`src/hdl/assert_macros.svh`:
```
// assertion helpers shared by the rtl
`ifndef ASSERT_MACROS_SVH
`define ASSERT_MACROS_SVH
// implication that must hold every cycle outside reset
`define ASSERT_IMPL(label, ante, cons) \
    label: assert property (@(posedge clk) disable iff (!rst_n) (ante) |-> (cons)) \
        else $error("assertion failed");
// implication whose consequent is checked in the cycle after the antecedent
`define ASSERT_NEXT(label, ante, cons) \
    label: assert property (@(posedge clk) disable iff (!rst_n) (ante) |=> (cons)) \
        else $error("assertion failed");
`endif

```
`src/hdl/sha_pkg.sv`:
```
`timescale 1ns / 1ps
package sha_pkg;
    localparam int QueueDepth = 4;
    localparam logic [7:0] PadByte = 8'h80;

    typedef struct packed {
        logic [7:0] data_byte;
        logic       byte_present;
        logic       end_of_message;
    } in_req_t;

    typedef struct packed {
        logic [31:0] digest_word;
        logic [2:0]  word_index;
        logic        last_word;
    } out_req_t;

    typedef enum logic [2:0] {
        ST_TAKE,
        ST_PAD,
        ST_LOAD,
        ST_ROUND,
        ST_ADD,
        ST_EMIT
    } core_state_t;

    function automatic logic [31:0] round_const(input logic [5:0] i);
        logic [31:0] k [64];
        k = '{
            32'h428a2f98, 32'h71374491, 32'hb5c0fbcf, 32'he9b5dba5,
            32'h3956c25b, 32'h59f111f1, 32'h923f82a4, 32'hab1c5ed5,
            32'hd807aa98, 32'h12835b01, 32'h243185be, 32'h550c7dc3,
            32'h72be5d74, 32'h80deb1fe, 32'h9bdc06a7, 32'hc19bf174,
            32'he49b69c1, 32'hefbe4786, 32'h0fc19dc6, 32'h240ca1cc,
            32'h2de92c6f, 32'h4a7484aa, 32'h5cb0a9dc, 32'h76f988da,
            32'h983e5152, 32'ha831c66d, 32'hb00327c8, 32'hbf597fc7,
            32'hc6e00bf3, 32'hd5a79147, 32'h06ca6351, 32'h14292967,
            32'h27b70a85, 32'h2e1b2138, 32'h4d2c6dfc, 32'h53380d13,
            32'h650a7354, 32'h766a0abb, 32'h81c2c92e, 32'h92722c85,
            32'ha2bfe8a1, 32'ha81a664b, 32'hc24b8b70, 32'hc76c51a3,
            32'hd192e819, 32'hd6990624, 32'hf40e3585, 32'h106aa070,
            32'h19a4c116, 32'h1e376c08, 32'h2748774c, 32'h34b0bcb5,
            32'h391c0cb3, 32'h4ed8aa4a, 32'h5b9cca4f, 32'h682e6ff3,
            32'h748f82ee, 32'h78a5636f, 32'h84c87814, 32'h8cc70208,
            32'h90befffa, 32'ha4506ceb, 32'hbef9a3f7, 32'hc67178f2};
        return k[i];
    endfunction

    function automatic logic [31:0] init_hash(input logic [2:0] i);
        logic [31:0] h [8];
        h = '{32'h6a09e667, 32'hbb67ae85, 32'h3c6ef372, 32'ha54ff53a,
              32'h510e527f, 32'h9b05688c, 32'h1f83d9ab, 32'h5be0cd19};
        return h[i];
    endfunction

    function automatic logic [31:0] rotr(input logic [31:0] x, input int n);
        return (x >> n) | (x << (32 - n));
    endfunction
endpackage

```
`src/hdl/sha_core.sv`:
```
`timescale 1ns / 1ps
`include "assert_macros.svh"
module sha_core import sha_pkg::*;
(
    input  logic     clk,
    input  logic     rst_n,
    input  logic     item_valid,
    input  in_req_t  item,
    output logic     item_pop,
    output logic     out_valid,
    input  logic     out_ready,
    output out_req_t out_data
);
    core_state_t   state_reg, state_next;
    logic [31:0]   blk_reg [16];
    logic [5:0]    fill_reg;
    logic [63:0]   bits_reg;
    logic [31:0]   h_reg [8];
    logic [31:0]   v_reg [8];
    logic [31:0]   w_reg [16];
    logic [5:0]    rnd_reg;
    logic [2:0]    idx_reg;
    logic          final_reg;
    logic          mark_reg;
    logic          len_reg;

    logic          take_byte, full_blk, len_fits;
    logic [31:0]   t1, t2, w_new, w_cur;
    logic [31:0]   s0, s1;

    // schedule word for this round
    assign w_cur = w_reg[0];
    assign s0 = rotr(w_reg[1], 7) ^ rotr(w_reg[1], 18) ^ (w_reg[1] >> 3);
    assign s1 = rotr(w_reg[14], 17) ^ rotr(w_reg[14], 19) ^ (w_reg[14] >> 10);
    assign w_new = w_reg[0] + s0 + w_reg[9] + s1;

    // round datapath
    assign t1 = v_reg[7] + (rotr(v_reg[4], 6) ^ rotr(v_reg[4], 11) ^ rotr(v_reg[4], 25))
              + ((v_reg[4] & v_reg[5]) ^ (~v_reg[4] & v_reg[6]))
              + round_const(rnd_reg) + w_cur;
    assign t2 = (rotr(v_reg[0], 2) ^ rotr(v_reg[0], 13) ^ rotr(v_reg[0], 22))
              + ((v_reg[0] & v_reg[1]) ^ (v_reg[0] & v_reg[2]) ^ (v_reg[1] & v_reg[2]));

    assign take_byte = (state_reg == ST_TAKE) && item_valid && item.byte_present;
    assign full_blk  = take_byte && (fill_reg == 6'd63);

    // length fits in this pad block when the marker is already out or leaves room
    assign len_fits = mark_reg || (fill_reg < 6'd56);

    // next state
    always_comb
    begin
        state_next = state_reg;
        case (state_reg)
            ST_TAKE:
            begin
                if (item_valid)
                begin
                    if (full_blk)
                        state_next = ST_LOAD;
                    else if (item.end_of_message)
                        state_next = ST_PAD;
                end
            end
            ST_PAD:   state_next = ST_LOAD;
            ST_LOAD:  state_next = ST_ROUND;
            ST_ROUND: if (rnd_reg == 6'd63) state_next = ST_ADD;
            ST_ADD:
            begin
                if (final_reg && len_reg)
                    state_next = ST_EMIT;
                else if (final_reg)
                    state_next = ST_PAD;
                else
                    state_next = ST_TAKE;
            end
            ST_EMIT:  if (out_ready && idx_reg == 3'd7) state_next = ST_TAKE;
            default:  state_next = ST_TAKE;
        endcase
    end

    // outputs
    always_comb
    begin
        item_pop = 1'b0;
        out_valid = 1'b0;
        case (state_reg)
            ST_TAKE: item_pop = item_valid;
            ST_EMIT: out_valid = 1'b1;
            default: item_pop = 1'b0;
        endcase
    end
    assign out_data.digest_word = h_reg[idx_reg];
    assign out_data.word_index  = idx_reg;
    assign out_data.last_word   = (idx_reg == 3'd7);

    // block buffer and schedule window
    always_ff @(posedge clk)
    begin
        if (take_byte)
            blk_reg[fill_reg[5:2]][{~fill_reg[1:0], 3'b000} +: 8] <= item.data_byte;
        if (state_reg == ST_PAD)
        begin
            for (int i = 0; i < 16; i++)
                for (int j = 0; j < 4; j++)
                begin
                    if (!mark_reg && 6'(4*i + j) == fill_reg)
                        blk_reg[i][8*(3-j) +: 8] <= PadByte;
                    else if (6'(4*i + j) >= fill_reg)
                        blk_reg[i][8*(3-j) +: 8] <= '0;
                end
            // big-endian bit length in the last two words
            if (len_fits)
            begin
                blk_reg[14] <= bits_reg[63:32];
                blk_reg[15] <= bits_reg[31:0];
            end
        end
        if (state_reg == ST_ROUND)
        begin
            for (int i = 0; i < 15; i++)
                w_reg[i] <= w_reg[i+1];
            w_reg[15] <= w_new;
            v_reg[7] <= v_reg[6]; v_reg[6] <= v_reg[5]; v_reg[5] <= v_reg[4];
            v_reg[4] <= v_reg[3] + t1;
            v_reg[3] <= v_reg[2]; v_reg[2] <= v_reg[1]; v_reg[1] <= v_reg[0];
            v_reg[0] <= t1 + t2;
        end
        else
        begin
            for (int i = 0; i < 16; i++)
                w_reg[i] <= blk_reg[i];
            for (int i = 0; i < 8; i++)
                v_reg[i] <= h_reg[i];
        end
    end

    // control, counters and chaining words
    always_ff @(posedge clk or negedge rst_n)
    begin
        if (!rst_n)
        begin
            state_reg <= ST_TAKE;
            fill_reg <= '0;
            bits_reg <= '0;
            rnd_reg <= '0;
            idx_reg <= '0;
            final_reg <= 1'b0;
            mark_reg <= 1'b0;
            len_reg <= 1'b0;
            for (int i = 0; i < 8; i++)
                h_reg[i] <= init_hash(3'(i));
        end
        else
        begin
            state_reg <= state_next;
            if (take_byte)
            begin
                fill_reg <= fill_reg + 1'b1;
                bits_reg <= bits_reg + 64'd8;
            end
            if (state_reg == ST_TAKE && item_valid)
                final_reg <= item.end_of_message;
            if (state_reg == ST_PAD)
            begin
                mark_reg <= 1'b1;
                len_reg <= len_fits;
            end
            if (state_reg == ST_ROUND)
                rnd_reg <= rnd_reg + 1'b1;
            if (state_reg == ST_ADD)
            begin
                for (int i = 0; i < 8; i++)
                    h_reg[i] <= h_reg[i] + v_reg[i];
                fill_reg <= '0;
            end
            if (state_reg == ST_EMIT && out_ready)
            begin
                idx_reg <= idx_reg + 1'b1;
                if (idx_reg == 3'd7)
                begin
                    for (int i = 0; i < 8; i++)
                        h_reg[i] <= init_hash(3'(i));
                    bits_reg <= '0;
                    final_reg <= 1'b0;
                    fill_reg <= '0;
                    mark_reg <= 1'b0;
                    len_reg <= 1'b0;
                end
            end
        end
    end

    `ASSERT_IMPL(a_emit_valid, state_reg == ST_EMIT, out_valid && !item_pop)
    `ASSERT_NEXT(a_round_wrap, state_reg == ST_ROUND && rnd_reg == 6'd63, state_reg == ST_ADD)
    `ASSERT_IMPL(a_pop_take, item_pop, state_reg == ST_TAKE)
    `ASSERT_IMPL(a_emit_len, state_reg == ST_EMIT, len_reg && mark_reg)
endmodule

```
`config.mk`:
```
export PLATFORM = sky130hd
export DESIGN_NAME = sha_core
export DESIGN_NICKNAME = d
export VERILOG_FILES = /design/src/hdl/sha_pkg.sv /design/src/hdl/sha_core.sv
export VERILOG_INCLUDE_DIRS = /design/src /design/src/hdl
export SDC_FILE = /design/constraint.sdc
export NUM_CORES = 2
export LEC_CHECK = 0
export BUFFER_PORTS_ARGS = -buffer_cell sky130_fd_sc_hd__buf_2
export CORE_UTILIZATION = 40
export CTS_CLUSTER_SIZE = 12
export DETAILED_ROUTE_END_ITERATION = 8
export SKIP_CTS_REPAIR_TIMING = 1
export SYNTH_ARGS = -nofsm -noshare
export SYNTH_HDL_FRONTEND = slang
export SYNTH_SLANG_ARGS = --single-unit
```
`constraint.sdc`:
```
create_clock -name clk -period 11.13 [get_ports clk]
set_clock_uncertainty 0.1 [all_clocks]
set_input_delay 1.113 -clock clk [delete_from_list [all_inputs] [get_ports clk]]
set_output_delay 1.113 -clock clk [all_outputs]
set_load 0.01 [all_outputs]
```
Yosys cells after proc, flatten, opt, wreduce, memory -nomap -nowiden
Memory sizes are Yosys's and may differ from the RTL's.
Cells that the tools add are included.
{ "totals": {"elab_cells": 978, "out_inout_bits": 38, "romBits": 2048, "ram_bits": 1280, "mem_count": 4, "register_bits": 341, "inputBits": 14} }
{ "op_classes": {"n_mux": 589, "reduce_logical": 76, "magnitude_cmp": 67, "n_addsub": 23, "bitwise_logic": 126, "eq_ne": 75, "n_shift": 2} }
{ "memory_table": {"columns": ["name", "depth", "width", "rd", "rd_ports_with_merged_regs", "write_ports", "line", "rtl"], "rows": [
  ["(name not given)", 64, 32, 1, 0, 0, "sha_pkg.sv:46", "return k[i];"],
  ["blk_reg", 16, 32, 16, 0, 16, "sha_core.sv:15", "logic [31:0] blk_reg [16];"],
  ["w_reg", 16, 32, 16, 0, 16, "sha_core.sv:20", "logic [31:0] w_reg [16];"],
  ["v_reg", 8, 32, 8, 0, 8, "sha_core.sv:19", "logic [31:0] v_reg [8];"]
]} }
{ "op_table": {"columns": ["operator", "n"], "rows": [
  ["32-bit two-way mux", 31],
  ["256-bit two-way mux", 3],
  ["32-bit adder", 18],
  ["8-bit two-way mux", 72],
  ["1-bit two-way mux", 467],
  ["32-bit bitwise XOR", 9],
  ["6-bit equality test, first input constant", 32],
  ["6-bit greater-or-equal comparator, first input constant", 32],
  ["64-bit two-way mux", 3],
  ["32-bit AND", 5],
  ["32-bit binary-select mux with 3-bit select", 1],
  ["5-bit by 6-bit equality test with 1-bit output, first input constant", 16],
  ["5-bit by 6-bit greater-or-equal comparator with 1-bit output, first input constant", 16],
  ["1-bit OR", 96],
  ["1-bit logical AND", 70],
  ["64-bit by 4-bit adder with 64-bit output, second input constant", 1],
  ["4-bit by 6-bit equality test with 1-bit output, first input constant", 8],
  ["4-bit by 6-bit greater-or-equal comparator with 1-bit output, first input constant", 8],
  ["32-bit NOT", 1],
  ["10-bit by 32-bit OR with 32-bit output", 1],
  ["13-bit by 32-bit OR with 32-bit output", 1],
  ["14-bit by 32-bit OR with 32-bit output", 1],
  ["15-bit by 32-bit OR with 32-bit output", 1],
  ["19-bit by 32-bit OR with 32-bit output", 1],
  ["other kinds (40)", 64]
]} }

Logic depth before layout (Yosys ltp)
An unclocked memory read counts as a cell.
{ "depth": {"ltp_word": 10, "mapped_depth": 42, "ltp_nobuf": 40} }

Worst setup path after synthesis
No wires, ideal clock.
{ "synth_path": {"path_kind": "register to register", "from": "reg rnd_reg[1]", "to": "mem v_reg[0][31]", "stages_incl_launch_ff": 39, "slack_ps": 2363, "required_time_ps": 10901, "arrival_ps": 8538, "path_cell_list": "dfrtp_1 > clkbuf_1 > clkinv_1 > ha_1 > and2_1 > clkbuf_1 > nor3_1 > o311a_1 > a31oi_1 > fa_1 > inv_1 > fa_1 > fa_1 > inv_1 > ha_1 > fa_1 > a211oi_1 > o21ai_0 > (+3 left out) > o21a_1 > o21ai_0 > nand2b_1 > a21oi_1 > xnor2_1 > fa_1 > ha_1 > a21o_1 > a21o_1 > a221oi_1 > o21ai_0 > a21oi_1 > o21ai_0 > a21o_1 > a21oi_1 > xnor2_1 > xnor2_1 > o21ai_0"} }
{ "synth_lines": {"columns": ["element", "line", "rtl"], "rows": [
  ["from (decl)", "sha_core.sv:21", "logic [5:0] rnd_reg;"],
  ["from (signal assigned)", "sha_core.sv:170", "rnd_reg <= rnd_reg + 1'b1;"],
  ["to (decl)", "sha_core.sv:19", null]
]} }

==> reports/metrics.yaml <==
clock_network:
  root_buffer: "clkbuf_16"
  cts_tree: "done"
  clockBufferDepth: 3
  cts_made_buffers: 175
  clk_latency_ns: 0.86
  clkTransAtPathRegs_ns: 0.06
  clock-sinks: 1618
  h-tree-depth: 4
sta:
  worstMarginPinSlew_ns: 1.42
  maxSlewHeadroom: 0.0457
  max_freq_mhz: 105
  hold_viol: 0
  setup_viol: 0
  rsz0062_at_grt: "false"
  maxSlewViolCount: 0
  hold_slack_ns: 0.231
  fin_crit_ns: 9.55
  fin_tns_setup_ns: 0
  period_share: 0.858
worst_setup_path:
  cp.required_ns: 11.72
  r2r_end: "v_reg[0][31]"
  critPathArrivalTime_ns: 10.14
  cp_max_fo: 54
  r2r_cells: 35
  path_depth: 35
  end_kind: "flop"
  cpPeakStageDelay_ns: 0.84
  cp_top_family: "compound AO/OA/AOI/OAI gates"
  critPathKind: "flop to flop"
  r2r_start: "rnd_reg[3]"
  critPathLaunchType: "flop"
  slowest_stage: "dfrtp_4"
  cp_num_buf_inv: 4
  rrSetupSlack_ns: 1.58
floorplan:
  row_count: 170
  die-area_sq_um: 218000
  die_height_microns: 466
  start_util: 0.402
  core_area_sq_um: 214000
  dieWidth_microns: 466
  ioPinCount: 52
logic_synthesis:
  ys_seq_area_frac: 0.411
  synth_edf_count: 119
  synth.distinct_cells: 96
  yosysWarnings: 0
  synth.area.top_cells: "dfxtp_1 27%, nand2_1 12%, dfrtp_1 5.9%"
  synth.top_cell.area_share: 0.269
  avgSynthCellArea_sq_um: 8.29
  ys_ff_latch: 1618
  synth_ff_type: "dfxtp_1"
  synth_cells: 10401
  synth_area_leader_cell: "dfxtp_1"
  syn_nets: 11009
  async_reset_ff_frac: 0.209
  synth_area_sq_um: 86300
cells_and_area:
  syn_to_final_growth_pct: 9.87
  final_area_sq_um: 94800
  fin_cells: 13159
  final_cell_mix: "2645 x nand2_1, 1171 x nor2_1, 1161 x dfxtp_1"
  drive_above_1_share: 0.0717
  fin_nets: 10794
  final_common_cell: "nand2_1"
grt:
  grt_start_max_net_pins: 193
  grt_pass1_wl_microns: 457000
  grt_pass1_vias: 70370
  grt_usage: 0.278
  grt_overflow: 0
  antenna_found_initial: 18
run_status:
  status: "complete, no violations"
detailed_routing:
  initialDrtViolationCount: 6900
  avgRoutedWirePerCell_microns: 23.4
  drc: 0
  detail-route-antenna-nets: 0
  drt_first_pass_iters: 6
  vias: 73454
  viasPerCell: 5.58
  routed_wl_microns: 308000
worst_hold_path:
  min_path_type: "input port to asynchronous set/reset pin"
place:
  placed_cells: 12847
  globalplace.congestion: 0.967
  detailed_place_hpwl_microns: 225000
  dpl_cell_area_sq_um: 89000
  numPortBuffers: 51
job:
  cap_violations: 0
==> routing by layer <==
layer / share of wire / track usage / vias to the layer above / routed length (microns)
met4: 0.056 / 0.142 / 8 / 17200
met3: 0.068 / 0.0468 / 626 / 20800
met5: 0.00017 / 0 / - / 53
met2: 0.46 / 0.447 / 2560 / 141000
met1: 0.42 / 0.358 / 35724 / 129000
li1: - / - / 34536 / -
==> per-stage QoR <==
step           worst slack [ns]  utilization
2_1_floorplan              2.36            -
5_1_grt                    1.03        0.442
6_report                   1.58        0.442
4_1_cts                    1.67        0.442
3_3_place_gp               1.57        0.415
3_5_place_dp               1.68        0.415
==> worst register-to-register path: cells and delay by family (launching register included) <==
| kind | cells | cell delay, ns |
|---|---|---|
| buffers and inverters | 4 | 0.87 |
| adder cells (fa/ha/maj) | 7 | 2.74 |
| XOR/XNOR | 3 | 0.54 |
| flip-flops | 1 | 0.84 |
| AO/OA/AOI/OAI | 17 | 3.76 |
| AND/OR/NAND/NOR | 4 | 0.58 |
==> worst max-delay path by stage <==
| stage | endpoint | slack, ns | start |
|---|---|---|---|
| after global placement | v_reg[0][31] | 1.57 | rnd_reg[3] |
| after detailed placement | v_reg[0][31] | 1.68 | rnd_reg[3] |
| after CTS | v_reg[0][31] | 1.67 | rnd_reg[2] |
| final | v_reg[0][31] | 1.58 | rnd_reg[3] |
| after global routing | v_reg[0][31] | 1.03 | rnd_reg[1] |
| after floorplan | v_reg[0][31] | 2.36 | rnd_reg[1] |
==> area by class of cell <==
class	count	area (sq um)
fillers	21084	120000
multi-input cells	7973	47900
flip-flops and latches	1618	35500
clock buffers	265	5060
well taps	2838	3550
repair buffers	167	1220
inverters	251	942
clock inverters	42	672
diodes	5	12.5
==> cell families after synthesis <==
| family | Yosys count | synth area share |
|---|---|---|
| multiplexers | 141 | 0.0269 |
| AND/OR/NAND/NOR | 4427 | 0.208 |
| buffers and inverters | 810 | 0.0355 |
| adder cells (fa/ha/maj) | 625 | 0.107 |
| XOR/XNOR | 620 | 0.0629 |
| AO/OA/AOI/OAI | 2160 | 0.149 |
| flip-flops | 1618 | 0.411 |
==> cell usage after synthesis, types with 19 or more instances <==
master	number
a21o_1	173
o21bai_1	51
nand2b_1	88
a21oi_1	878
dfstp_2	136
xnor2_1	413
nor2b_1	36
o31ai_1	32
ha_1	399
o211ai_1	47
nor2_1	1173
nand3_1	171
fa_1	195
nand2_1	2647
and3_1	43
clkbuf_1	497
maj3_1	31
nor3_1	110
xor2_1	207
a211oi_1	47
o21ai_0	536
inv_1	249
dfrtp_1	202
o22ai_1	50
buf_1	57
mux4_2	67
edfxtp_1	119
and2_1	19
mux2_2	57
or3_1	48
dfxtp_1	1161
a31oi_1	50
a32o_1	32
nand4_1	26
o21a_1	61
Power is not shown: default switching activity piles up to over one toggle a cycle in this logic, so the estimate is an artifact.
