$ cat src/hdl/assert_macros.svh
// assertion helpers shared by the rtl
`ifndef ASSERT_MACROS_SVH
`define ASSERT_MACROS_SVH
// implication that must hold every cycle outside reset
`define ASSERT_IMPL(label, ante, cons) \
    label: assert property (@(posedge clk) disable iff (!rst_n) (ante) |-> (cons)) \
        else $error("assertion failed");
// implication whose consequent is checked in the cycle after the antecedent
`define ASSERT_NEXT(label, ante, cons) \
    label: assert property (@(posedge clk) disable iff (!rst_n) (ante) |=> (cons)) \
        else $error("assertion failed");
`endif

$ cat src/hdl/sha_pkg.sv
`timescale 1ns / 1ps
package sha_pkg;
    localparam int QueueDepth = 4;
    localparam logic [7:0] PadByte = 8'h80;

    typedef struct packed {
        logic [7:0] data_byte;
        logic       byte_present;
        logic       end_of_message;
    } in_req_t;

    typedef struct packed {
        logic [31:0] digest_word;
        logic [2:0]  word_index;
        logic        last_word;
    } out_req_t;

    typedef enum logic [2:0] {
        ST_TAKE,
        ST_PAD,
        ST_LOAD,
        ST_ROUND,
        ST_ADD,
        ST_EMIT
    } core_state_t;

    function automatic logic [31:0] round_const(input logic [5:0] i);
        logic [31:0] k [64];
        k = '{
            32'h428a2f98, 32'h71374491, 32'hb5c0fbcf, 32'he9b5dba5,
            32'h3956c25b, 32'h59f111f1, 32'h923f82a4, 32'hab1c5ed5,
            32'hd807aa98, 32'h12835b01, 32'h243185be, 32'h550c7dc3,
            32'h72be5d74, 32'h80deb1fe, 32'h9bdc06a7, 32'hc19bf174,
            32'he49b69c1, 32'hefbe4786, 32'h0fc19dc6, 32'h240ca1cc,
            32'h2de92c6f, 32'h4a7484aa, 32'h5cb0a9dc, 32'h76f988da,
            32'h983e5152, 32'ha831c66d, 32'hb00327c8, 32'hbf597fc7,
            32'hc6e00bf3, 32'hd5a79147, 32'h06ca6351, 32'h14292967,
            32'h27b70a85, 32'h2e1b2138, 32'h4d2c6dfc, 32'h53380d13,
            32'h650a7354, 32'h766a0abb, 32'h81c2c92e, 32'h92722c85,
            32'ha2bfe8a1, 32'ha81a664b, 32'hc24b8b70, 32'hc76c51a3,
            32'hd192e819, 32'hd6990624, 32'hf40e3585, 32'h106aa070,
            32'h19a4c116, 32'h1e376c08, 32'h2748774c, 32'h34b0bcb5,
            32'h391c0cb3, 32'h4ed8aa4a, 32'h5b9cca4f, 32'h682e6ff3,
            32'h748f82ee, 32'h78a5636f, 32'h84c87814, 32'h8cc70208,
            32'h90befffa, 32'ha4506ceb, 32'hbef9a3f7, 32'hc67178f2};
        return k[i];
    endfunction

    function automatic logic [31:0] init_hash(input logic [2:0] i);
        logic [31:0] h [8];
        h = '{32'h6a09e667, 32'hbb67ae85, 32'h3c6ef372, 32'ha54ff53a,
              32'h510e527f, 32'h9b05688c, 32'h1f83d9ab, 32'h5be0cd19};
        return h[i];
    endfunction

    function automatic logic [31:0] rotr(input logic [31:0] x, input int n);
        return (x >> n) | (x << (32 - n));
    endfunction
endpackage

$ cat src/hdl/sha_queue.sv
`timescale 1ns / 1ps
`include "assert_macros.svh"
module sha_queue import sha_pkg::*;
(
    input  logic    clk,
    input  logic    rst_n,
    input  logic    push,
    input  in_req_t push_data,
    output logic    full,
    input  logic    pop,
    output in_req_t pop_data,
    output logic    empty
);
    localparam int AW = $clog2(QueueDepth);
    in_req_t          mem_reg [QueueDepth];
    logic [AW-1:0]    wr_reg, rd_reg;
    logic [AW:0]      cnt_reg;

    assign full     = (cnt_reg == AW'(0) + (AW+1)'(QueueDepth));
    assign empty    = (cnt_reg == '0);
    assign pop_data = mem_reg[rd_reg];

    // entry storage
    always_ff @(posedge clk)
    begin
        if (push && !full)
        begin
            mem_reg[wr_reg] <= push_data;
        end
    end

    // pointers and count
    always_ff @(posedge clk or negedge rst_n)
    begin
        if (!rst_n)
        begin
            wr_reg  <= '0;
            rd_reg  <= '0;
            cnt_reg <= '0;
        end
        else
        begin
            if (push && !full)
            begin
                wr_reg <= wr_reg + 1'b1;
            end
            if (pop && !empty)
            begin
                rd_reg <= rd_reg + 1'b1;
            end
            cnt_reg <= cnt_reg + (AW+1)'(push && !full) - (AW+1)'(pop && !empty);
        end
    end

    `ASSERT_IMPL(a_cnt_range, 1'b1, cnt_reg <= (AW+1)'(QueueDepth))
    `ASSERT_NEXT(a_push_only, push && !full && !pop, !empty)
    `ASSERT_IMPL(a_no_both, full, !empty)
endmodule

$ cat config.mk
export PLATFORM = sky130hd
export DESIGN_NAME = sha_queue
export DESIGN_NICKNAME = d
export VERILOG_FILES = /design/src/hdl/sha_pkg.sv /design/src/hdl/sha_queue.sv
export VERILOG_INCLUDE_DIRS = /design/src /design/src/hdl
export SDC_FILE = /design/constraint.sdc
export NUM_CORES = 1
export LEC_CHECK = 0
export ABC_AREA = 0
export BUFFER_PORTS_ARGS = -buffer_cell sky130_fd_sc_hd__buf_4
export CORE_UTILIZATION = 56
export DETAILED_ROUTE_END_ITERATION = 12
export PLACE_DENSITY = 0.78
export SLEW_MARGIN = 20
export SYNTH_ARGS = -nofsm -noshare
export SYNTH_HDL_FRONTEND = slang
export SYNTH_SLANG_ARGS = --single-unit
$ cat constraint.sdc
create_clock -name clk -period 2.8 [get_ports clk]
set_clock_uncertainty 0.15 [all_clocks]
set_input_delay 0.28 -clock clk [delete_from_list [all_inputs] [get_ports clk]]
set_output_delay 0.28 -clock clk [all_outputs]
set_load 0.02 [all_outputs]
-- Word level (Yosys, flattened, before mapping)
Memories as Yosys holds them, arrays and structs flattened.
Cells that the tools add are included.
- bits in registers: 7
- bits in latches: 0
- RAM bits: 40
- memory bits (read-only): 0
- bits of input ports: 14
- output and inout bits: 12
- logic and storage cells: 16
- memories: 1
- add/sub/neg operators: 4
- multipliers: 0
- div/mod/pow operators: 0
- order comparisons: 0
- equal/unequal tests: 1
- shifts and indexed selects: 0
- mux-type cells: 2
- bitwise logic cells: 0
- reduce and logical (&&, ||, !) cells: 5
- memory list (memory ; words ; width ; read ports ; clocked after memory_dff ; write ports ; RTL line ; text):
    mem_reg ; 4 ; 10 ; 1 ; 0 ; 1 ; sha_queue.sv:15 ; in_req_t mem_reg [QueueDepth];
- operators by type and width (kind ; number):
    adder 2 x 1 -> 2 bit (second input constant) ; 2
    adder 3 x 1 -> 3 bit ; 1
    equality test 3 bit (second input constant) ; 1
    logical NOT 3 bit ; 1
    subtractor 3 x 1 -> 3 bit ; 1
    logical AND 1 bit ; 2
    logical NOT 1 bit ; 2
    two-way mux 1 bit ; 2

-- Logic depth before layout (Yosys ltp)
Gate-level depths: netlist of run 1.
- depth after elaboration: 5
- mapped depth: 8
- depth with buffers taken out: 8

-- Least setup slack after synthesis of run 1
Ideal clock, no wire load.
- path type: register to register
- start point: register cnt_reg[1]
- end point: register cnt_reg[2]
- library setup time: 0.123 ns
- arrival time: 1.988 ns
- required time: 2.527 ns
- slack: 0.539 ns
- stages on the path, launching flop included: 9
- buffers on the path: 0
- clock period less this slack: 2.261 ns
- path through: dfrtp_1 -> o31ai_1 -> inv_1 -> ha_1 -> inv_1 -> ha_1 -> fa_1 -> xnor2_1 -> xnor2_1
- word-level cells in the longest chain between the ends: 5
- elaborated cells between the ends (all ways): 8
- those cells by class: 2 x add/sub; 1 x eq/ne; 5 x reduce/logical
- ends and longest elaborated chain (item ; RTL line ; text):
    start: declaration ; sha_queue.sv:17 ; logic [AW:0] cnt_reg;
    start signal: assignment ; sha_queue.sv:51 ; cnt_reg <= cnt_reg + (AW+1)'(push && !full) - (AW+1)'(pop && !empty);
    equality test 3 bit ; sha_queue.sv:19 ; assign full = (cnt_reg == AW'(0) + (AW+1)'(QueueDepth));
    logical NOT 1 bit ; sha_queue.sv:51 ;
    logical AND 1 bit ; sha_queue.sv:51 ;
    adder 3 x 1 -> 3 bit ; sha_queue.sv:51 ;
    subtractor 3 x 1 -> 3 bit (*) ; sha_queue.sv:51 ;
Mark *: on every way between the ends. The rest lies on a longest branch, timed or not.
A chain may end at the register's enable or synchronous reset.

-- Worst setup path in the final report of run 1
Ends and elaborated chain as after synthesis.

==> flow_metrics.py, run 1 <==
metrics = {
    "status": {
        "outcome": "completed",
    },
    "global_routing": {
        "antenna_found_initial": 0,
        "overflow": 0,
        "grt_max_degree": 16,
        "grt_pass1_wl_um": 4690,
        "grt_usage": 0.199,
        "grt_pass1_vias": 956,
    },
    "cts": {
        "htree_levels": 2,
        "clkLatencyLatePin_ps": 360,
        "numCtsBuffers": 5,
        "clk_pin_slew_ps": 140,
        "cts.sinks": 47,
        "cts_buffer_depth": 2,
        "cts_tree": "yes",
        "root_buffer": "clkbuf_4",
    },
    "logic_synthesis": {
        "synth_warnings": 0,
        "seq_area_frac_synth": 0.717,
        "syn_area_mm2": 0.00192,
        "netlist_instances": 93,
        "syn_avg_cell_area_um2": 20.6,
        "synth_area_leaders": "edfxtp_1 63%, mux4_2 9.4%, dfrtp_1 9.1%",
        "ys_ff_latch": 47,
        "synth.distinct_cells": 19,
        "synth_fp_nets": 114,
        "yosys.area.top_type": "edfxtp_1",
        "synth_top_area_frac": 0.626,
    },
    "worst_setup_path": {
        "critPathMaxStageDelay_ps": 480,
        "worstPathRequired_ps": 2940,
        "cp_data_arrival_time_ps": 2600,
        "crit_type": "flop to flop",
        "crit_path_start_kind": "flop",
        "path_max_fanout": 7,
        "crit_chain": "o31ai_1, inv_1, ha_1, inv_1, ha_1, fa_1, xnor2_1, xnor2_1",
        "slowest_stage": "dfrtp_1",
        "path_delay_family": "adder cells",
        "crit_buf_inv": 2,
        "endpoint_kind": "flop",
    },
    "die": {
        "fp.dieW_um": 60.5,
        "dieArea_mm2": 0.00367,
        "io_pins": 26,
        "die_height_um": 60.5,
        "fp-row-count": 20,
        "core_area_mm2": 0.00315,
        "initial_core_util": 0.609,
    },
    "drt": {
        "drt-total-wl_um": 3050,
        "drt_iter0_markers": 34,
        "postRouteAntennaNets": 0,
        "drcViolationCount": 0,
        "drt_first_pass_iters": 4,
        "wl_per_cell_um": 16.9,
        "via_per_inst": 5.28,
        "vias": 951,
    },
    "sta": {
        "totalNegativeSetupSlack_ps": 0,
        "hold_viol_final": 0,
        "max_slew_margin": 0.627,
        "rsz0062_at_grt": "no",
        "finalCritPeriodShare": 0.876,
        "max_freq_ghz": 0.408,
        "setup_viol": 0,
        "worstMarginPinSlew_ps": 559,
        "timing.final.max_slew_violations": 0,
        "finalCriticalPeriod_ps": 2450,
    },
    "min_path": {
        "hold_class": "input pin to flop",
    },
    "power_and_ir_drop": {
        "vdd.ir_drop.worst_v": 0.000673,
        "p_leak_nw": 0.889,
        "total_power_w": 0.00244,
        "powerDensity_mw_per_mm2": 1030,
    },
    "final_layout": {
        "largest_reg_flops": 40,
        "diodes": 0,
        "final_cell_area_mm2": 0.00237,
        "drive_above_1_share": 0.316,
        "nets": 156,
        "syn_to_final_growth_pct": 23.4,
    },
    "placed_design": {
        "place_hpwl_um": 1960,
        "portBuffers": 25,
        "place_congestion": 0.760,
        "placed_cell_area_mm2": 0.00215,
    },
    "job": {
        "max-cap-violations": 0,
    },
}
==> path summary, 6_finish.rpt <==
kind | from | end | slack [ps] | cells past startpoint
max | cnt_reg[1]$_DFF_PN0_ | cnt_reg[2]$_DFF_PN0_ | 350 | 8
min | push | wr_reg[1]$_DFFE_PN0P_ | 60 | 3
max reg2reg | cnt_reg[1]$_DFF_PN0_ | cnt_reg[2]$_DFF_PN0_ | 350 | 8
min reg2reg | rd_reg[0]$_DFFE_PN0P_ | rd_reg[0]$_DFFE_PN0P_ | 410 | 1
max in group asynchronous | rst_n | rd_reg[0]$_DFFE_PN0P_ | 2280 | 2
min in group asynchronous | rst_n | cnt_reg[2]$_DFF_PN0_ | 90 | 2
==> logic make-up (layout without fill, tap and decap cells) <==
kind of cell               count (synthesis)  in the layout  share of synthesized area
and+or+nand+nor                           13             13                     0.0574
xor gates and xnor gates                   4              4                     0.0183
buffers and inverters                      8             51                     0.0202
adders and majority gates                  7              7                     0.0495
DFF                                       47             47                      0.717
AOI/OAI and AO/OA                          4              4                     0.0163
muxes                                     10             10                      0.121
==> Yosys cell counts <==
cell and instances:
edfxtp_1 40, buf_6 1, ha_1 6, nand2_1 1, nand4bb_1 2, and3b_1 4, dfrtp_1 7, inv_1 6
nor3_1 1, mux4_2 8, o31ai_1 1, nor3b_4 1, mux4_1 2, xnor2_1 4, fa_1 1, o211ai_1 2
nand2b_1 4, buf_2 1, o311ai_1 1
==> repair_timing <==
item                      4_1_cts  5_1_grt
hold endpoints to repair       47        0
buffers inserted                0        0
hold buffers                   11        0
resized for setup               0        0
==> metal layers <==
metal	GRT usage	vias to the layer above	part of all wire	wire [um]
li1	-	450	-	-
met1	0.230	477	0.41	1240
met2	0.339	20	0.55	1680
met3	0.0618	4	0.032	97
met4	0.0974	0	0.010	31
met5	0	-	0	0
==> metrics by stage <==
stage	std cells	setup WS (ps)	utilization	hold WS (ps)
finish	180	346	0.751	58.8
global route	180	170	0.751	62.3
CTS	180	285	0.751	45.9
detailed placement	161	366	0.683	-50.0
global placement	161	502	0.683	-52.7
floorplan	93	539	-	-166
==> cell type report <==
class                           instances  area, um2
Multi-Input combinational cell         38        504
Timing Repair Buffer                   37        305
Tap cell                               44       55.1
Sequential cell                        47       1380
Clock inverter                          3       67.6
Inverter                                6       22.5
Fill cell                             207        785
Clock buffer                            5       37.5
==> cell usage in the layout (no fill, tap or decap), drive strengths merged <==
master and n:
edfxtp 40, buf 26, dlygate4sd3 11, mux4 10, dfrtp 7, inv 6
ha 6, clkbuf 5, xnor2 4, nand2b 4, and3b 4, nand4bb 2
o211ai 2, bufinv 2, nor3 1, o31ai 1, nor3b 1, o311ai 1
nand2 1, fa 1, clkinvlp 1
==> power by group <==
| group | leakage (nW) | switching (W) | total [W] | internal [W] |
|---|---|---|---|---|
| Combinational | 0.389 | 0.000426 | 0.000865 | 0.000439 |
| Clock | 0.0514 | 0.000215 | 0.000493 | 0.000278 |
| Sequential | 0.449 | 0.000136 | 0.00108 | 0.000941 |
| Total | 0.889 | 0.000778 | 0.00244 | 0.00166 |
==> worst min-delay path: stages <==
cell	delay, ps
buf_4	140
nand2_1	60
o211ai_1	70
(Power assumes the default switching activity.)
==> run 2, diff against run 1 <==
Settings changed: CELL_PAD_IN_SITES_DETAIL_PLACEMENT from default to 2, CELL_PAD_IN_SITES_GLOBAL_PLACEMENT from default to 2, CORE_UTILIZATION 56 to 42, PLACE_DENSITY 0.78 to default, PLACE_DENSITY_LB_ADDON from default to 0.1.
==> flow_metrics.py, run 2 (synthesis results as in run 1) <==
metrics = {
    "global_routing": {
        "grt_max_degree": 15,
        "grt-busiest-layer": "met2",
        "use_met2": 0.318,
        "grt_pass1_vias": 1118,
        "met3_usage": 0.0494,
        "overflow": 0,
        "grt_pass1_wl_um": 6330,
        "grt_usage": 0.182,
        "antenna_found_initial": 0,
        "grt_use_met1": 0.218,
    },
    "drt": {
        "postRouteAntennaNets": 0,
        "drt_iter0_markers": 23,
        "via_per_inst": 5.33,
        "vias": 948,
        "drcViolationCount": 0,
        "drt_first_pass_iters": 4,
        "drt-total-wl_um": 3830,
        "wl_per_cell_um": 21.5,
    },
    "sta": {
        "setup_viol": 0,
        "max_slew_margin": 0.595,
        "finalCriticalPeriod_ps": 2440,
        "worstMarginPinSlew_ps": 607,
        "max_freq_ghz": 0.410,
        "totalNegativeSetupSlack_ps": 0,
        "finalCritPeriodShare": 0.872,
        "timing.final.max_slew_violations": 0,
        "hold_viol_final": 0,
        "rsz0062_at_grt": "no",
    },
    "cts": {
        "numCtsBuffers": 5,
        "cts_buffer_depth": 2,
        "postCtsSetupBuffers": 0,
        "root_buffer": "clkbuf_8",
        "ctsResizeCount": 0,
        "cts.sinks": 47,
        "cts_tree": "yes",
        "clk_pin_slew_ps": 80,
        "clkLatencyLatePin_ps": 300,
        "hold_buffers": 1,
        "htree_levels": 2,
    },
    "worst_setup_path": {
        "endpoint_kind": "flop",
        "cp_data_arrival_time_ps": 2520,
        "path_max_fanout": 7,
        "path_delay_family": "adder cells",
        "worstPathRequired_ps": 2880,
        "crit_path_start_kind": "flop",
        "crit_type": "flop to flop",
        "critPathMaxStageDelay_ps": 470,
        "crit_buf_inv": 2,
        "crit_chain": "o31ai_1, inv_1, ha_1, inv_1, ha_1, fa_1, xnor2_1, xnor2_1",
        "slowest_stage": "dfrtp_1",
    },
    "die": {
        "die_height_um": 69.6,
        "io_pins": 26,
        "fp.dieW_um": 69.6,
        "core_area_mm2": 0.00438,
        "dieArea_mm2": 0.00484,
        "initial_core_util": 0.438,
        "fp-row-count": 24,
    },
    "final_layout": {
        "ff_latch_area_mm2": 0.00138,
        "nets": 146,
        "syn_to_final_growth_pct": 18.0,
        "layout_commonest_cell": "edfxtp_1",
        "fillers": 383,
        "final_util": 0.517,
        "multi_input_comb_area_um2": 504,
        "drive_above_1_share": 0.333,
        "diodes": 0,
        "final_cell_mix": "40 x edfxtp_1, 26 x buf_4, 8 x mux4_2",
        "largest_reg_flops": 40,
        "final_cell_area_mm2": 0.00226,
    },
    "power_and_ir_drop": {
        "p_leak_nw": 0.844,
        "vdd.ir_drop.worst_v": 0.000544,
        "powerDensity_mw_per_mm2": 1050,
    },
    "job": {
        "max-cap-violations": 0,
    },
    "placed_design": {
        "placed_cell_area_mm2": 0.00216,
        "place_hpwl_um": 2740,
        "place_congestion": 0.714,
        "portBuffers": 25,
    },
    "status": {
        "outcome": "completed",
    },
    "min_path": {
        "hold_class": "input pin to flop",
    },
}
-- run 2: metrics by stage --
step / worst slack (ps) / cells / hold WS (ps) / power (W)
2_1_floorplan: 539 / 93 / -166 / 0.00166
3_3_place_gp: 482 / 169 / -51.0 / 0.00195
3_5_place_dp: 376 / 169 / -47.1 / 0.00201
4_1_cts: 332 / 178 / 21.6 / 0.00243
5_1_grt: 159 / 178 / 14.6 / 0.00252
6_report: 359 / 178 / 30.1 / 0.00238
-- run 2: final cells by class --
class / count / area share
inverters: 6 / 0.00994
well taps: 52 / 0.0287
multi-input cells: 38 / 0.223
clock buffers: 7 / 0.0381
clock inverters: 1 / 0.00221
flip-flops and latches: 47 / 0.608
repair buffers: 27 / 0.0906
-- run 2: routing by layer --
| metal | wire length (um) | share of wire |
|---|---|---|
| met5 | 0 | 0 |
| met4 | 52 | 0.014 |
| met3 | 131 | 0.034 |
| met2 | 2100 | 0.55 |
| met1 | 1550 | 0.40 |
-- run 2: worst reg2reg max path: cells and delay by family (launching register included) --
kind	cells	cell delay [ps]
adder cells (fa/ha/maj)	3	890
flip-flops	1	470
AO/OA/AOI/OAI	1	380
XOR/XNOR	2	340
buffers and inverters	2	140
-- run 2: final timing paths --
check	from	end	slack, ps	cells past startpoint
max in group asynchronous	rst_n	wr_reg[0]$_DFFE_PN0P_	2200	2
worst max register to register	cnt_reg[1]$_DFF_PN0_	cnt_reg[2]$_DFF_PN0_	360	8
worst min register to register	wr_reg[1]$_DFFE_PN0P_	wr_reg[1]$_DFFE_PN0P_	460	2
min in group asynchronous	rst_n	rd_reg[1]$_DFFE_PN0P_	170	2
worst max-delay path	cnt_reg[1]$_DFF_PN0_	cnt_reg[2]$_DFF_PN0_	360	8
worst min-delay path	push_data[8]	mem_reg[0][8]$_DFFE_PP_	30	1
-- run 2: power by group --
part | internal [W] | switching, W
clock | 0.000199 | 0.000218
sequential | 0.000943 | 0.000137
combinational | 0.000431 | 0.000449
total | 0.00157 | 0.000804
==> run 3, diff against run 2 <==
Settings changed: PLACE_DENSITY from default to 0.84, PLACE_DENSITY_LB_ADDON 0.1 to default.
==> flow_metrics.py, run 3 (synthesis results as in run 1) <==
metrics = {
    "status": {
        "outcome": "completed",
    },
    "cts": {
        "htree_levels": 2,
        "numCtsBuffers": 5,
        "clkLatencyLatePin_ps": 290,
        "root_buffer": "clkbuf_8",
        "clk_pin_slew_ps": 80,
        "postCtsSetupBuffers": 0,
        "cts_buffer_depth": 2,
        "cts.sinks": 47,
        "cts_tree": "yes",
    },
    "global_routing": {
        "overflow": 0,
        "grt_pass1_vias": 1117,
        "grt_max_degree": 14,
        "grt_pass1_wl_um": 6490,
        "antenna_found_initial": 0,
        "grt_usage": 0.188,
    },
    "drt": {
        "vias": 962,
        "drt_first_pass_iters": 4,
        "drcViolationCount": 0,
        "drt_iter0_markers": 63,
        "drt-total-wl_um": 3960,
        "via_per_inst": 5.44,
        "wl_per_cell_um": 22.4,
        "postRouteAntennaNets": 0,
    },
    "worst_setup_path": {
        "rrSetupSlack_ps": 340,
        "regToRegStartpoint": "cnt_reg[1]$_DFF_PN0_",
        "r2r-end": "cnt_reg[2]$_DFF_PN0_",
        "r2r_cells": 8,
        "crit_end": "cnt_reg[2]$_DFF_PN0_",
        "startpoint": "cnt_reg[1]$_DFF_PN0_",
        "cp_data_arrival_time_ps": 2530,
        "crit_type": "flop to flop",
        "crit_path_start_kind": "flop",
        "worstPathRequired_ps": 2870,
        "path_max_fanout": 7,
        "endpoint_kind": "flop",
    },
    "die": {
        "fp-row-count": 24,
        "die_height_um": 69.6,
        "fp.dieW_um": 69.6,
        "initial_core_util": 0.438,
        "core_area_mm2": 0.00438,
        "dieArea_mm2": 0.00484,
        "io_pins": 26,
    },
    "sta": {
        "hold_viol_final": 0,
        "finalCritPeriodShare": 0.878,
        "totalNegativeSetupSlack_ps": 0,
        "timing.final.max_slew_violations": 0,
        "setup_viol": 0,
        "worstMarginPinSlew_ps": 580,
        "max_freq_ghz": 0.407,
        "max_slew_margin": 0.613,
        "finalCriticalPeriod_ps": 2460,
        "rsz0062_at_grt": "no",
    },
    "final_layout": {
        "fillers": 390,
        "largest_reg_flops": 40,
        "syn_to_final_growth_pct": 18.6,
        "drive_above_1_share": 0.328,
        "final_cell_mix": "40 x edfxtp_1, 26 x buf_4, 8 x mux4_2",
        "nets": 146,
        "layout_commonest_cell": "edfxtp_1",
        "diodes": 0,
    },
    "power_and_ir_drop": {
        "vdd.ir_drop.worst_v": 0.000382,
        "powerDensity_mw_per_mm2": 1070,
        "total_power_w": 0.00244,
        "p_leak_nw": 0.847,
    },
    "min_path": {
        "hold_class": "input pin to flop",
        "holdPathStages": 1,
    },
    "placed_design": {
        "place_congestion": 0.680,
        "portBuffers": 25,
        "place_hpwl_um": 2900,
    },
    "job": {
        "max-cap-violations": 0,
    },
}
## run 3: cell types whose count changed in the layout (fill, tap and decap cells not counted)
cell / delta
bufinv_16: +1
clkbuf_8: -1
clkinv_2: -1
## run 3: stage by stage
step / hold slack [ps] / instance area [um2] / setup slack [ps] / util / cells
global placement: -50.2 / 2160 / 494 / 0.493 / 169
floorplan: -166 / 1920 / 539 / - / 93
finish: 35.4 / 2280 / 343 / 0.519 / 177
global route: 22.7 / 2280 / 52.1 / 0.519 / 177
detailed placement: -50.3 / 2160 / 352 / 0.493 / 169
CTS: 22.5 / 2280 / 314 / 0.519 / 177
## run 3: what timing repair did
| action | 4_1_cts | 5_1_grt |
|---|---|---|
| resized for setup | 0 | 0 |
| hold endpoints to repair | 7 | 0 |
| hold buffers | 1 | 0 |
## run 3: worst min path at each step
stage	end	start	slack (ps)
global placement	wr_reg[0]$_DFFE_PN0P_	rst_n	-50
global route	mem_reg[1][5]$_DFFE_PP_	push_data[5]	20
finish	mem_reg[1][1]$_DFFE_PP_	push_data[1]	40
floorplan	cnt_reg[0]$_DFF_PN0_	rst_n	-170
CTS	mem_reg[1][1]$_DFFE_PP_	push_data[1]	20
detailed placement	wr_reg[1]$_DFFE_PN0P_	rst_n	-50
## run 3: area by class of cell
cell class | count | area (um2) | area share
clock buffer | 6 | 72.6 | 0.0319
clock inverter | 1 | 30.0 | 0.0132
inverter | 6 | 22.5 | 0.00990
multi-input combinational | 38 | 504 | 0.222
sequential | 47 | 1380 | 0.605
tap | 52 | 65.1 | 0.0286
timing repair buffer | 27 | 205 | 0.0902
## run 3: critical path: stages, from the launching register on
cell and delay (ps):
dfrtp_1 480, o31ai_1 430, inv_1 90, ha_1 290, inv_1 40, ha_1 190, fa_1 400, xnor2_1 180
xnor2_1 130
## run 3: layer usage
layer	global-route usage	up-vias	routed length, um
met3	0.0378	6	107
met5	0	-	0
met2	0.311	21	2040
met1	0.254	503	1760
met4	0.0544	0	45
li1	-	432	-
## run 3: report_power, final
| part | switching [W] | leakage [nW] | internal (W) |
|---|---|---|---|
| clock network | 0.000218 | 0.0513 | 0.000262 |
| logic | 0.000413 | 0.347 | 0.000431 |
| registers | 0.000177 | 0.449 | 0.000943 |
| total | 0.000808 | 0.847 | 0.00164 |
